==> src/sv/brm_pkg.sv <==
`timescale 1ns / 1ps
// ----------------------------------------------------------------------------
// brm_pkg
// Shared types and codes of the banker's resource manager.
// ----------------------------------------------------------------------------
package brm_pkg;

	localparam int AMT_W    = 8;
	localparam int MAX_RES  = 4;
	localparam int RES_DEF  = 3;
	localparam int CUST_DEF = 5;
	// work vector: avail + up to 16 allocations + one tentative grant, < 2^13
	localparam int WORK_W   = 13;

	typedef enum logic [2:0] {
		ST_IDLE,
		ST_CHECK,
		ST_SAFE,
		ST_RESP
	} state_t;

	typedef enum logic [1:0] {
		CMD_REQUEST,
		CMD_RELEASE,
		CMD_DECLARE,
		CMD_RESTART
	} cmd_t;

	localparam logic [2:0] STAT_GRANTED = 3'd0;
	localparam logic [2:0] STAT_NEED    = 3'd1;
	localparam logic [2:0] STAT_AVAIL   = 3'd2;
	localparam logic [2:0] STAT_UNSAFE  = 3'd3;
	localparam logic [2:0] STAT_RELEASE = 3'd4;
	localparam logic [2:0] STAT_DONE    = 3'd5;

	localparam logic [1:0] REG_TOTAL0 = 2'd0;
	localparam logic [1:0] REG_TOTAL1 = 2'd1;
	localparam logic [1:0] REG_TOTAL2 = 2'd2;
	localparam logic [1:0] REG_TOTAL3 = 2'd3;

	function automatic logic [AMT_W-1:0] sat_add(input logic [AMT_W-1:0] a,
		input logic [AMT_W-1:0] b);
		logic [AMT_W:0] s;
		s = {1'b0, a} + {1'b0, b};
		return s[AMT_W] ? {AMT_W{1'b1}} : s[AMT_W-1:0];
	endfunction

endpackage

==> src/sv/brm_table.sv <==
`timescale 1ns / 1ps
// ----------------------------------------------------------------------------
// brm_table
// Per-customer allocation/need memory, registered read, per-entry
// valid bits so that unwritten or cleared entries read as zero.
// ----------------------------------------------------------------------------
module brm_table
	import brm_pkg::*;
#(
	parameter int CUSTOMERS = CUST_DEF,
	parameter int WIDTH     = 2 * RES_DEF * AMT_W,
	localparam int AW       = (CUSTOMERS > 1) ? $clog2(CUSTOMERS) : 1
) (
	input  logic             clk,
	input  logic             arst_n,
	input  logic             clr,
	input  logic             we,
	input  logic [AW-1:0]    waddr,
	input  logic [WIDTH-1:0] wdata,
	input  logic [AW-1:0]    raddr,
	output logic [WIDTH-1:0] rdata
);

	logic [WIDTH-1:0]     mem [CUSTOMERS];
	logic [CUSTOMERS-1:0] vld_q;
	logic [WIDTH-1:0]     rd_s1;
	logic                 hit_s1;

	always_ff @(posedge clk) begin
		if (we) begin
			mem[waddr] <= wdata;
		end
		rd_s1 <= mem[raddr];
	end

	always_ff @(posedge clk or negedge arst_n) begin
		if (!arst_n) begin
			vld_q  <= '0;
			hit_s1 <= 1'b0;
		end else begin
			if (clr) begin
				vld_q <= '0;
			end else if (we) begin
				vld_q[waddr] <= 1'b1;
			end
			hit_s1 <= (32'(raddr) < CUSTOMERS) ? vld_q[raddr] : 1'b0;
		end
	end

	assign rdata = hit_s1 ? rd_s1 : '0;

endmodule

==> src/sv/bankers_resource_manager_unit.sv <==
`timescale 1ns / 1ps
// ----------------------------------------------------------------------------
// bankers_resource_manager_unit
// Banker's algorithm resource manager with sequential safety scan.
// ----------------------------------------------------------------------------
// One request in, one response out. Commands: request, release, declare need,
// restart (reload availability from the total registers, clear all tables).
// Allocation and remaining need of each customer live in one memory entry;
// availability is a small register vector. Release, declare, restart and any
// refused check pass from accept to response through memory read, decide and
// response register. A request that passes the need and availability checks
// runs the safety scan: the memory is streamed one customer per cycle in
// passes until a pass finishes no new customer. A new request is taken once
// the previous one has reached the response register, even if that response
// is still waiting on m_tready. Total registers are written over the cfg
// channel (always ready) and used only by restart.
// ----------------------------------------------------------------------------
module bankers_resource_manager_unit
	import brm_pkg::*;
#(
	parameter int RESOURCES = RES_DEF,
	parameter int CUSTOMERS = CUST_DEF
) (
	input  logic        clk,
	input  logic        arst_n,
	input  logic        s_tvalid,
	output logic        s_tready,
	input  logic [39:0] s_tdata,   // customer[3:0], amount_0..amount_3, 8 b each
	input  logic [1:0]  s_tuser,   // cmd
	output logic        m_tvalid,
	input  logic        m_tready,
	output logic [39:0] m_tdata,   // status[2:0], avail_0..avail_3, 8 b each, pad
	input  logic        cfg_valid,
	output logic        cfg_ready,
	input  logic [1:0]  cfg_index,
	input  logic [7:0]  cfg_data
);

	localparam int AW = (CUSTOMERS > 1) ? $clog2(CUSTOMERS) : 1;
	localparam int VW = RESOURCES * AMT_W;
	localparam logic [AW-1:0] LAST_IDX = AW'(CUSTOMERS - 1);

	state_t state_q, state_d;

	logic [MAX_RES-1:0][AMT_W-1:0]   total_q;
	logic [RESOURCES-1:0][AMT_W-1:0] avail_q;
	cmd_t                            cmd_q;
	logic [3:0]                      cust_q;
	logic [RESOURCES-1:0][AMT_W-1:0] amt_q;
	logic [2*VW-1:0]                 ent_q;   // requester's entry, kept for commit
	logic [2:0]                      status_q;

	// safety scan
	logic [RESOURCES-1:0][WORK_W-1:0] work_q;
	logic [CUSTOMERS-1:0]             fin_q;
	logic                             prog_q;
	logic [AW-1:0]                    rd_idx_q;
	logic                             ev_vld_s1;
	logic [AW-1:0]                    ev_idx_s1;

	logic            m_tvalid_q;
	logic [39:0]     m_tdata_q;
	logic [39:0]     resp_data;

	// memory port
	logic            mem_we, mem_clr;
	logic [AW-1:0]   mem_waddr, mem_raddr;
	logic [2*VW-1:0] mem_wdata, mem_rdata;

	logic [AW-1:0]   cust_idx;
	logic            cust_ok;
	logic            accept;
	logic            resp_free;

	logic [RESOURCES-1:0][AMT_W-1:0] rd_alloc, rd_need;
	logic [RESOURCES-1:0][AMT_W-1:0] ent_alloc, ent_need;
	logic [RESOURCES-1:0][AMT_W-1:0] rel_alloc, rel_need, gr_alloc, gr_need;
	logic need_bad, avail_bad, rel_bad;

	logic [RESOURCES-1:0][AMT_W:0]   e_alloc;
	logic [RESOURCES-1:0][AMT_W-1:0] e_need;
	logic                            fits, take, pass_end, scan_done, scan_safe;
	logic [CUSTOMERS-1:0]            fin_next;

	assign cust_idx  = cust_q[AW-1:0];
	assign cust_ok   = 32'(cust_q) < CUSTOMERS;
	assign accept    = s_tvalid && s_tready;
	assign resp_free = !m_tvalid_q || m_tready;
	assign s_tready  = (state_q == ST_IDLE);
	assign cfg_ready = 1'b1;
	assign m_tvalid  = m_tvalid_q;
	assign m_tdata   = m_tdata_q;

	brm_table #(
		.CUSTOMERS (CUSTOMERS),
		.WIDTH     (2 * VW)
	) u_table (
		.clk    (clk),
		.arst_n (arst_n),
		.clr    (mem_clr),
		.we     (mem_we),
		.waddr  (mem_waddr),
		.wdata  (mem_wdata),
		.raddr  (mem_raddr),
		.rdata  (mem_rdata)
	);

	// entry layout: {need, alloc}
	assign rd_alloc  = mem_rdata[VW-1:0];
	assign rd_need   = mem_rdata[2*VW-1:VW];
	assign ent_alloc = ent_q[VW-1:0];
	assign ent_need  = ent_q[2*VW-1:VW];

	// per-type checks and updated entries
	always_comb begin
		need_bad  = 1'b0;
		avail_bad = 1'b0;
		rel_bad   = 1'b0;
		for (int r = 0; r < RESOURCES; r++) begin
			need_bad     = need_bad  | (amt_q[r] > rd_need[r]);
			avail_bad    = avail_bad | (amt_q[r] > avail_q[r]);
			rel_bad      = rel_bad   | (amt_q[r] > rd_alloc[r]);
			rel_alloc[r] = rd_alloc[r] - amt_q[r];
			rel_need[r]  = sat_add(rd_need[r], amt_q[r]);
			gr_alloc[r]  = sat_add(ent_alloc[r], amt_q[r]);
			gr_need[r]   = ent_need[r] - amt_q[r];
		end
	end

	// safety scan evaluation; the requester is seen with the grant applied
	always_comb begin
		fits = 1'b1;
		for (int r = 0; r < RESOURCES; r++) begin
			if (ev_idx_s1 == cust_idx) begin
				e_alloc[r] = {1'b0, rd_alloc[r]} + {1'b0, amt_q[r]};
				e_need[r]  = rd_need[r] - amt_q[r];
			end else begin
				e_alloc[r] = {1'b0, rd_alloc[r]};
				e_need[r]  = rd_need[r];
			end
			fits = fits & (work_q[r] >= WORK_W'(e_need[r]));
		end
		take      = ev_vld_s1 && !fin_q[ev_idx_s1] && fits;
		fin_next  = fin_q | (CUSTOMERS'(take) << ev_idx_s1);
		pass_end  = ev_vld_s1 && (ev_idx_s1 == LAST_IDX);
		scan_done = pass_end && !(prog_q || take);
		scan_safe = &fin_next;
	end

	// response word: status low, then availability per type, zero padded
	always_comb begin
		resp_data      = '0;
		resp_data[2:0] = status_q;
		for (int r = 0; r < RESOURCES; r++)
			resp_data[3 + AMT_W*r +: AMT_W] = avail_q[r];
	end

	// next state
	always_comb begin
		state_d = state_q;
		unique case (state_q)
			ST_IDLE: begin
				if (accept) state_d = ST_CHECK;
			end
			ST_CHECK: begin
				if (cmd_q == CMD_REQUEST && cust_ok && !need_bad && !avail_bad)
					state_d = ST_SAFE;
				else
					state_d = ST_RESP;
			end
			ST_SAFE: begin
				if (scan_done) state_d = ST_RESP;
			end
			ST_RESP: begin
				if (resp_free) state_d = ST_IDLE;
			end
			default: state_d = ST_IDLE;
		endcase
	end

	// memory control
	always_comb begin
		mem_we    = 1'b0;
		mem_clr   = 1'b0;
		mem_waddr = cust_idx;
		mem_wdata = {rel_need, rel_alloc};
		mem_raddr = (state_q == ST_IDLE) ? s_tdata[AW-1:0] : rd_idx_q;
		unique case (state_q)
			ST_CHECK: begin
				unique case (cmd_q)
					CMD_RELEASE: mem_we = cust_ok && !rel_bad;
					CMD_DECLARE: begin
						mem_we    = cust_ok;
						mem_wdata = {amt_q, rd_alloc};
					end
					CMD_RESTART: mem_clr = 1'b1;
					CMD_REQUEST: mem_we = 1'b0;
					default:     mem_we = 1'b0;
				endcase
			end
			ST_SAFE: begin
				mem_we    = scan_done && scan_safe;
				mem_wdata = {gr_need, gr_alloc};
			end
			ST_IDLE, ST_RESP: mem_we = 1'b0;
			default:          mem_we = 1'b0;
		endcase
	end

	always_ff @(posedge clk or negedge arst_n) begin
		if (!arst_n) begin
			state_q    <= ST_IDLE;
			total_q    <= '0;
			avail_q    <= '0;
			m_tvalid_q <= 1'b0;
			ev_vld_s1  <= 1'b0;
			fin_q      <= '0;
			prog_q     <= 1'b0;
			rd_idx_q   <= '0;
		end else begin
			state_q <= state_d;

			if (cfg_valid) begin
				unique case (cfg_index)
					REG_TOTAL0: total_q[0] <= cfg_data;
					REG_TOTAL1: total_q[1] <= cfg_data;
					REG_TOTAL2: total_q[2] <= cfg_data;
					REG_TOTAL3: total_q[3] <= cfg_data;
					default:    total_q[0] <= cfg_data;
				endcase
			end

			// load a fresh response, else drop the one taken downstream
			if (state_q == ST_RESP && resp_free) m_tvalid_q <= 1'b1;
			else if (m_tready) m_tvalid_q <= 1'b0;

			unique case (state_q)
				ST_CHECK: begin
					ev_vld_s1 <= 1'b0;
					fin_q     <= '0;
					prog_q    <= 1'b0;
					rd_idx_q  <= '0;
					for (int r = 0; r < RESOURCES; r++) begin
						work_q[r] <= WORK_W'(avail_q[r] - amt_q[r]);
						if (cmd_q == CMD_RELEASE && cust_ok && !rel_bad)
							avail_q[r] <= sat_add(avail_q[r], amt_q[r]);
						if (cmd_q == CMD_RESTART)
							avail_q[r] <= total_q[r];
					end
				end
				ST_SAFE: begin
					ev_vld_s1 <= !scan_done;
					rd_idx_q  <= (rd_idx_q == LAST_IDX) ? '0 : rd_idx_q + 1'b1;
					fin_q     <= fin_next;
					if (take) begin
						for (int r = 0; r < RESOURCES; r++)
							work_q[r] <= work_q[r] + WORK_W'(e_alloc[r]);
					end
					if (pass_end) prog_q <= 1'b0;
					else if (take) prog_q <= 1'b1;
					if (scan_done && scan_safe) begin
						for (int r = 0; r < RESOURCES; r++)
							avail_q[r] <= avail_q[r] - amt_q[r];
					end
				end
				ST_RESP: ev_vld_s1 <= 1'b0;
				ST_IDLE: ev_vld_s1 <= 1'b0;
				default: ev_vld_s1 <= 1'b0;
			endcase
		end
	end

	// payload registers
	always_ff @(posedge clk) begin
		if (accept) begin
			cmd_q  <= cmd_t'(s_tuser);
			cust_q <= s_tdata[3:0];
			for (int r = 0; r < RESOURCES; r++)
				amt_q[r] <= s_tdata[4 + AMT_W*r +: AMT_W];
		end
		ev_idx_s1 <= rd_idx_q;
		if (state_q == ST_CHECK) begin
			ent_q <= mem_rdata;
			priority if (cmd_q == CMD_REQUEST) begin
				status_q <= (!cust_ok || need_bad) ? STAT_NEED : STAT_AVAIL;
			end else if (cmd_q == CMD_RELEASE) begin
				status_q <= (!cust_ok || rel_bad) ? STAT_RELEASE : STAT_DONE;
			end else begin
				status_q <= STAT_DONE;
			end
		end
		if (state_q == ST_SAFE && scan_done)
			status_q <= scan_safe ? STAT_GRANTED : STAT_UNSAFE;
		if (state_q == ST_RESP && resp_free)
			m_tdata_q <= resp_data;
	end

	// scan pipeline runs only inside the safety scan
	a_scan_only: assert property (@(posedge clk) disable iff (!arst_n)
		ev_vld_s1 |-> state_q == ST_SAFE)
		else $error("scan data valid outside safety scan");

	// a customer marked finished stays finished for the rest of the scan
	a_fin_keep: assert property (@(posedge clk) disable iff (!arst_n)
		(state_q == ST_SAFE && $past(state_q) == ST_SAFE) |->
		((fin_q & $past(fin_q)) == $past(fin_q)))
		else $error("finished customer lost during scan");

	// a grant is only answered after every customer could finish
	a_grant_safe: assert property (@(posedge clk) disable iff (!arst_n)
		(state_q == ST_RESP && status_q == STAT_GRANTED) |-> &fin_q)
		else $error("grant without safe state");

endmodule

==> config.mk <==
export PLATFORM = sky130hd
export DESIGN_NAME = bankers_resource_manager_unit
export DESIGN_NICKNAME = d
export VERILOG_FILES = /design/src/sv/brm_pkg.sv /design/src/sv/brm_table.sv /design/src/sv/bankers_resource_manager_unit.sv
export SDC_FILE = /design/constraint.sdc
export NUM_CORES = 1
export LEC_CHECK = 0
export BUFFER_PORTS_ARGS = -buffer_cell sky130_fd_sc_hd__clkbuf_2
export CORE_ASPECT_RATIO = 1.5
export CORE_MARGIN = 3
export CORE_UTILIZATION = 45
export DETAILED_ROUTE_END_ITERATION = 8
export GPL_TIMING_DRIVEN = 0
export PLACE_DENSITY = 0.66
export SLEW_MARGIN = 10
export SYNTH_ARGS = -nofsm -noshare
export SYNTH_HDL_FRONTEND = slang
export SYNTH_HIERARCHICAL = 1
export SYNTH_SLANG_ARGS = --single-unit
==> constraint.sdc <==
create_clock -name clk -period 9.8 [get_ports clk]
set_clock_uncertainty 0.2 [all_clocks]
set_input_delay 0.49 -clock clk [delete_from_list [all_inputs] [get_ports clk]]
set_output_delay 0.49 -clock clk [all_outputs]
set_load 0.005 [all_outputs]
==> out/qor.csv <==
stage;metric;value;unit
power;combinational power share;0.465;
synthesis;asr flop ratio synth;0.133;
worst_setup_path;worst endpoint required time;9.89;ns
timing;post-route setup slack;2.02;ns
worst_setup_path;crit-path max cell delay;0.64;ns
outcome;status;complete, no violations;
synthesis;mux contribution to synthesized area;0.0464;
worst_setup_path;setup slack, reg-to-reg;2.02;ns
drt;DRT iter0 DRCs;1397;
cells_and_area;final cell count without fillers;3699;
timing;unrepaired setup endpoints after global routing;false;
worst_setup_path;CP bufs+invs;5;
synthesis;number of distinct library cells after synthesis;83;
synthesis;cells after synthesis;2603;
cells_and_area;diode count;0;
clock_network;H-tree depth;2;
synthesis;main area contributors after synthesis;edfxtp_1 (39%), ha_1 (11%), dfrtp_1 (5.7%), dfxtp_1 (3.4%), xnor2_1 (3.2%);
drt;DRT Wirelength;86000;um
placed_design;DP HPWL;66800;um
synthesis;flops & latches, synth;505;
floorplan;die span in y;320;um
synthesis;Synth Area in Compound Gates;0.163;
cells_and_area;Area Growth Syn to Fin;12.7;%
floorplan;I/O pins;100;
clock_network;CTS tree;yes;
power;sw power;4.07;mW
floorplan;die area;69000;sq um
placed_design;pre-CTS setup slack;2.03;ns
synthesis;Synth top area share;0.392;
worst_setup_path;crit path max fanout;10;
worst_setup_path;Crit path max-delay family;compound AO/OA/AOI/OAI gates;
worst_setup_path;CP Launch Type;register;
drt;Post-DRT Antenna Nets;0;
power;switching share of power;0.409;
power;maximum vdd drop;0.227;mV
timing;Setup TNS;0;ns
cells_and_area;share of post-route cells with drive strength above 1;0.129;
run;Max-Cap Viols;0;
synthesis;number of synthesized flops with an enable pin;387;
drt;Vias/cell;5.68;
placed_design;RePlAce Congestion;0.898;
floorplan;Initial Util;0.457;
clock_network;clk_lat worst skew;0.60;ns
clock_network;CTS root buffer;clkbuf_16;
synthesis;Post-Synth Simple-Gate Area;0.0915;
clock_network;CTS max path bufs;3;
cells_and_area;Nets;3124;
drt;1st-pass router iterations;5;
timing;fmax;129;MHz
timing;max-slew violations;0;
synthesis;syn_area_per_cell;11.4;sq um
synthesis;Post-Synth Adder-Cell Area;0.124;
cells_and_area;most common cell after layout, fill and taps aside;edfxtp_1;
global_routing;largest net degree at the start of global routing;54;
timing;Final Cycle Share;0.794;
clock_network;Reg clk slew, reported paths;0.07;ns
timing;final hold vios;0;
floorplan;core area;64800;sq um
clock_network;Num CTS Buffers;49;
worst_setup_path;Worst path slowest cell;clkbuf_1;
synthesis;register area share after synthesis;0.483;
global_routing;first-pass GRT wire length;129000;um
global_routing;GR Util All Layers;0.245;
floorplan;Rows;114;
power;Clock Power Share;0.194;
drt;Residual DRC;0;
floorplan;Die W;215;um
synthesis;Synth Warn #;6;
worst_setup_path;Setup crit end kind;register;
clock_network;# resized after CTS;0;
worst_setup_path;arrival time worst endpoint;7.87;ns
global_routing;grt ovf;0;
synthesis;Synth area leader;edfxtp_1;
synthesis;Post-Synthesis Cell Area;29600;sq um
power;P_int;5.89;mW
worst_setup_path;Setup Crit Path Kind;register to register;
placed_design;Port Buf Inserts;73;
global_routing;vias in the first global route;21900;
timing;slew at the pin closest to its max-slew limit;1.18;ns
power;Leak;13.2;nW
power;Power Density;298;nW/um^2
drt;WL/cell;23.2;um
power;total power;9.96;mW
drt;routed via count;21000;
clock_network;clock sinks;505;
timing;setup violators final;0;
cells_and_area;most frequent cells in the layout;edfxtp_1 (387), ha_1 (249), inv_1 (194);
timing;Min Clock Period, post-route;7.78;ns
global_routing;initial antenna violation count;0;
synthesis;main combinational cell family by area after synthesis;compound AO/OA/AOI/OAI gates;
synthesis;xor/xnor cell area share of the yosys netlist;0.0461;
placed_design;Placed Cells incl. Taps;3577;
power;Reg power frac;0.341;
synthesis;ys flop type;edfxtp_1;
hold_path;HP Class;input port to register;
timing;Relative slew margins;0.216;
## per-stage QoR
step                hold slack, ns  utilization  instance area (sq um)
floorplan                 -0.00559            -                  29700
global placement             0.188        0.481                  31100
detailed placement           0.178        0.485                  31400
CTS                         0.0447        0.515                  33400
global route                0.0428        0.516                  33400
finish                      0.0783        0.516                  33400
## area by class of cell
cell class / instances / area, sq um
multi-input cells: 1803 / 14100
well taps: 870 / 1090
clock inverters: 33 / 325
plain buffers: 113 / 627
fillers: 5732 / 31400
repair buffers: 124 / 936
inverters: 194 / 728
flip-flops and latches: 505 / 14300
clock buffers: 57 / 1310
## synthesized netlist by cell type, types with 19 or more instances
library cell	instances
o21bai_1	42
a221oi_2	48
fa_1	27
nor2b_1	78
edfxtp_1	387
a211oi_2	20
nand2b_1	19
dfrtp_1	67
o21ai_0	162
a21oi_1	179
nor2_1	147
inv_1	194
o22ai_1	23
ha_1	250
buf_4	20
nand2_1	126
xor2_1	48
clkbuf_1	62
nor3_1	37
xnor2_1	108
mux2i_1	83
mux2_2	45
and2_1	56
nand3_1	26
a21o_1	43
dfxtp_1	51
a211oi_1	45
## worst register-to-register path: stages (launching register included)
cell and delay (ns):
dfrtp_1 0.36, clkbuf_1 0.64, clkbuf_1 0.41, and2_1 0.41
ha_1 0.32, nor2b_1 0.13, o21ai_0 0.23, a21oi_1 0.13
o21ai_0 0.24, a21oi_1 0.15, o21ai_0 0.23, mux2_2 0.37
a211oi_1 0.23, ha_1 0.19, nor4_1 0.04, nand2_1 0.12
a2111oi_0 0.11, a211oi_1 0.55, nand3_2 0.28, o41ai_1 0.34
and2_1 0.25, o21a_1 0.30, nand2_1 0.10, nor3_2 0.44
buf_4 0.28, buf_4 0.21, buf_4 0.22
## layer usage
layer / GRT usage / up-vias / part of all wire
met2: 0.456 / 682 / 0.52
met4: 0.153 / 0 / 0.073
li1: - / 9825 / -
met5: 0 / - / 0
met1: 0.267 / 10200 / 0.37
met3: 0.0234 / 273 / 0.040
## power by group through the flow
| stage | sequential, mW | clock [mW] | combinational (mW) |
|---|---|---|---|
| final | 3.39 | 1.94 | 4.63 |
| after global routing | 3.44 | 2.04 | 5.04 |
| after CTS | 3.39 | 1.96 | 4.61 |
| after detailed placement | 3.42 | 0 | 4.57 |
| after global placement | 3.42 | 0 | 4.42 |
| after floorplan | 3.32 | 0 | 3.16 |
## state kept, by name, indices dropped and copies added, names as in the netlist
| name | count |
|---|---|
| u_table/mem | 240 |
| ent_q | 48 |
| u_table/rd_s1 | 48 |
| work_q | 39 |
| m_tdata | 27 |
| amt_q | 24 |
| avail_q | 24 |
| total_q | 24 |
| fin_q | 5 |
| u_table/vld_q | 5 |
| cust_q | 4 |
| ev_idx_s1 | 3 |
| rd_idx_q | 3 |
| status_q | 3 |
| cmd_q | 2 |
| state_q | 2 |
| ev_vld_s1 | 1 |
| m_tvalid | 1 |
| prog_q | 1 |
| u_table/hit_s1 | 1 |
## path summary, 6_finish.rpt
kind                       cells past startpoint      startpoint            endpoint
min in group asynchronous                      2          arst_n          total_q[1]
setup / recovery                              26  u_table/hit_s1  u_table/mem[1][19]
hold / removal                                 2     cfg_data[7]          total_q[7]
max in group asynchronous                      3          arst_n         avail_q[17]
setup reg to reg                              26  u_table/hit_s1  u_table/mem[1][19]
hold reg to reg                                0     rd_idx_q[2]        ev_idx_s1[2]
## cells by family (layout without fill, tap and decap cells)
group,count (synthesis),after routing
compound gates,680,680
other cells,2,14
simple gates,545,545
buf+inv,307,521
mux,131,131
fa+ha+maj,277,277
xor+xnor,156,156
flops,505,505
## what timing repair did
| action | in CTS | in global routing |
|---|---|---|
| hold buffers | 32 | 0 |
| endpoints found under the hold margin | 98 | 0 |
| buffers inserted | 0 | 0 |
Note: power is estimated with default switching activity, not from simulation.
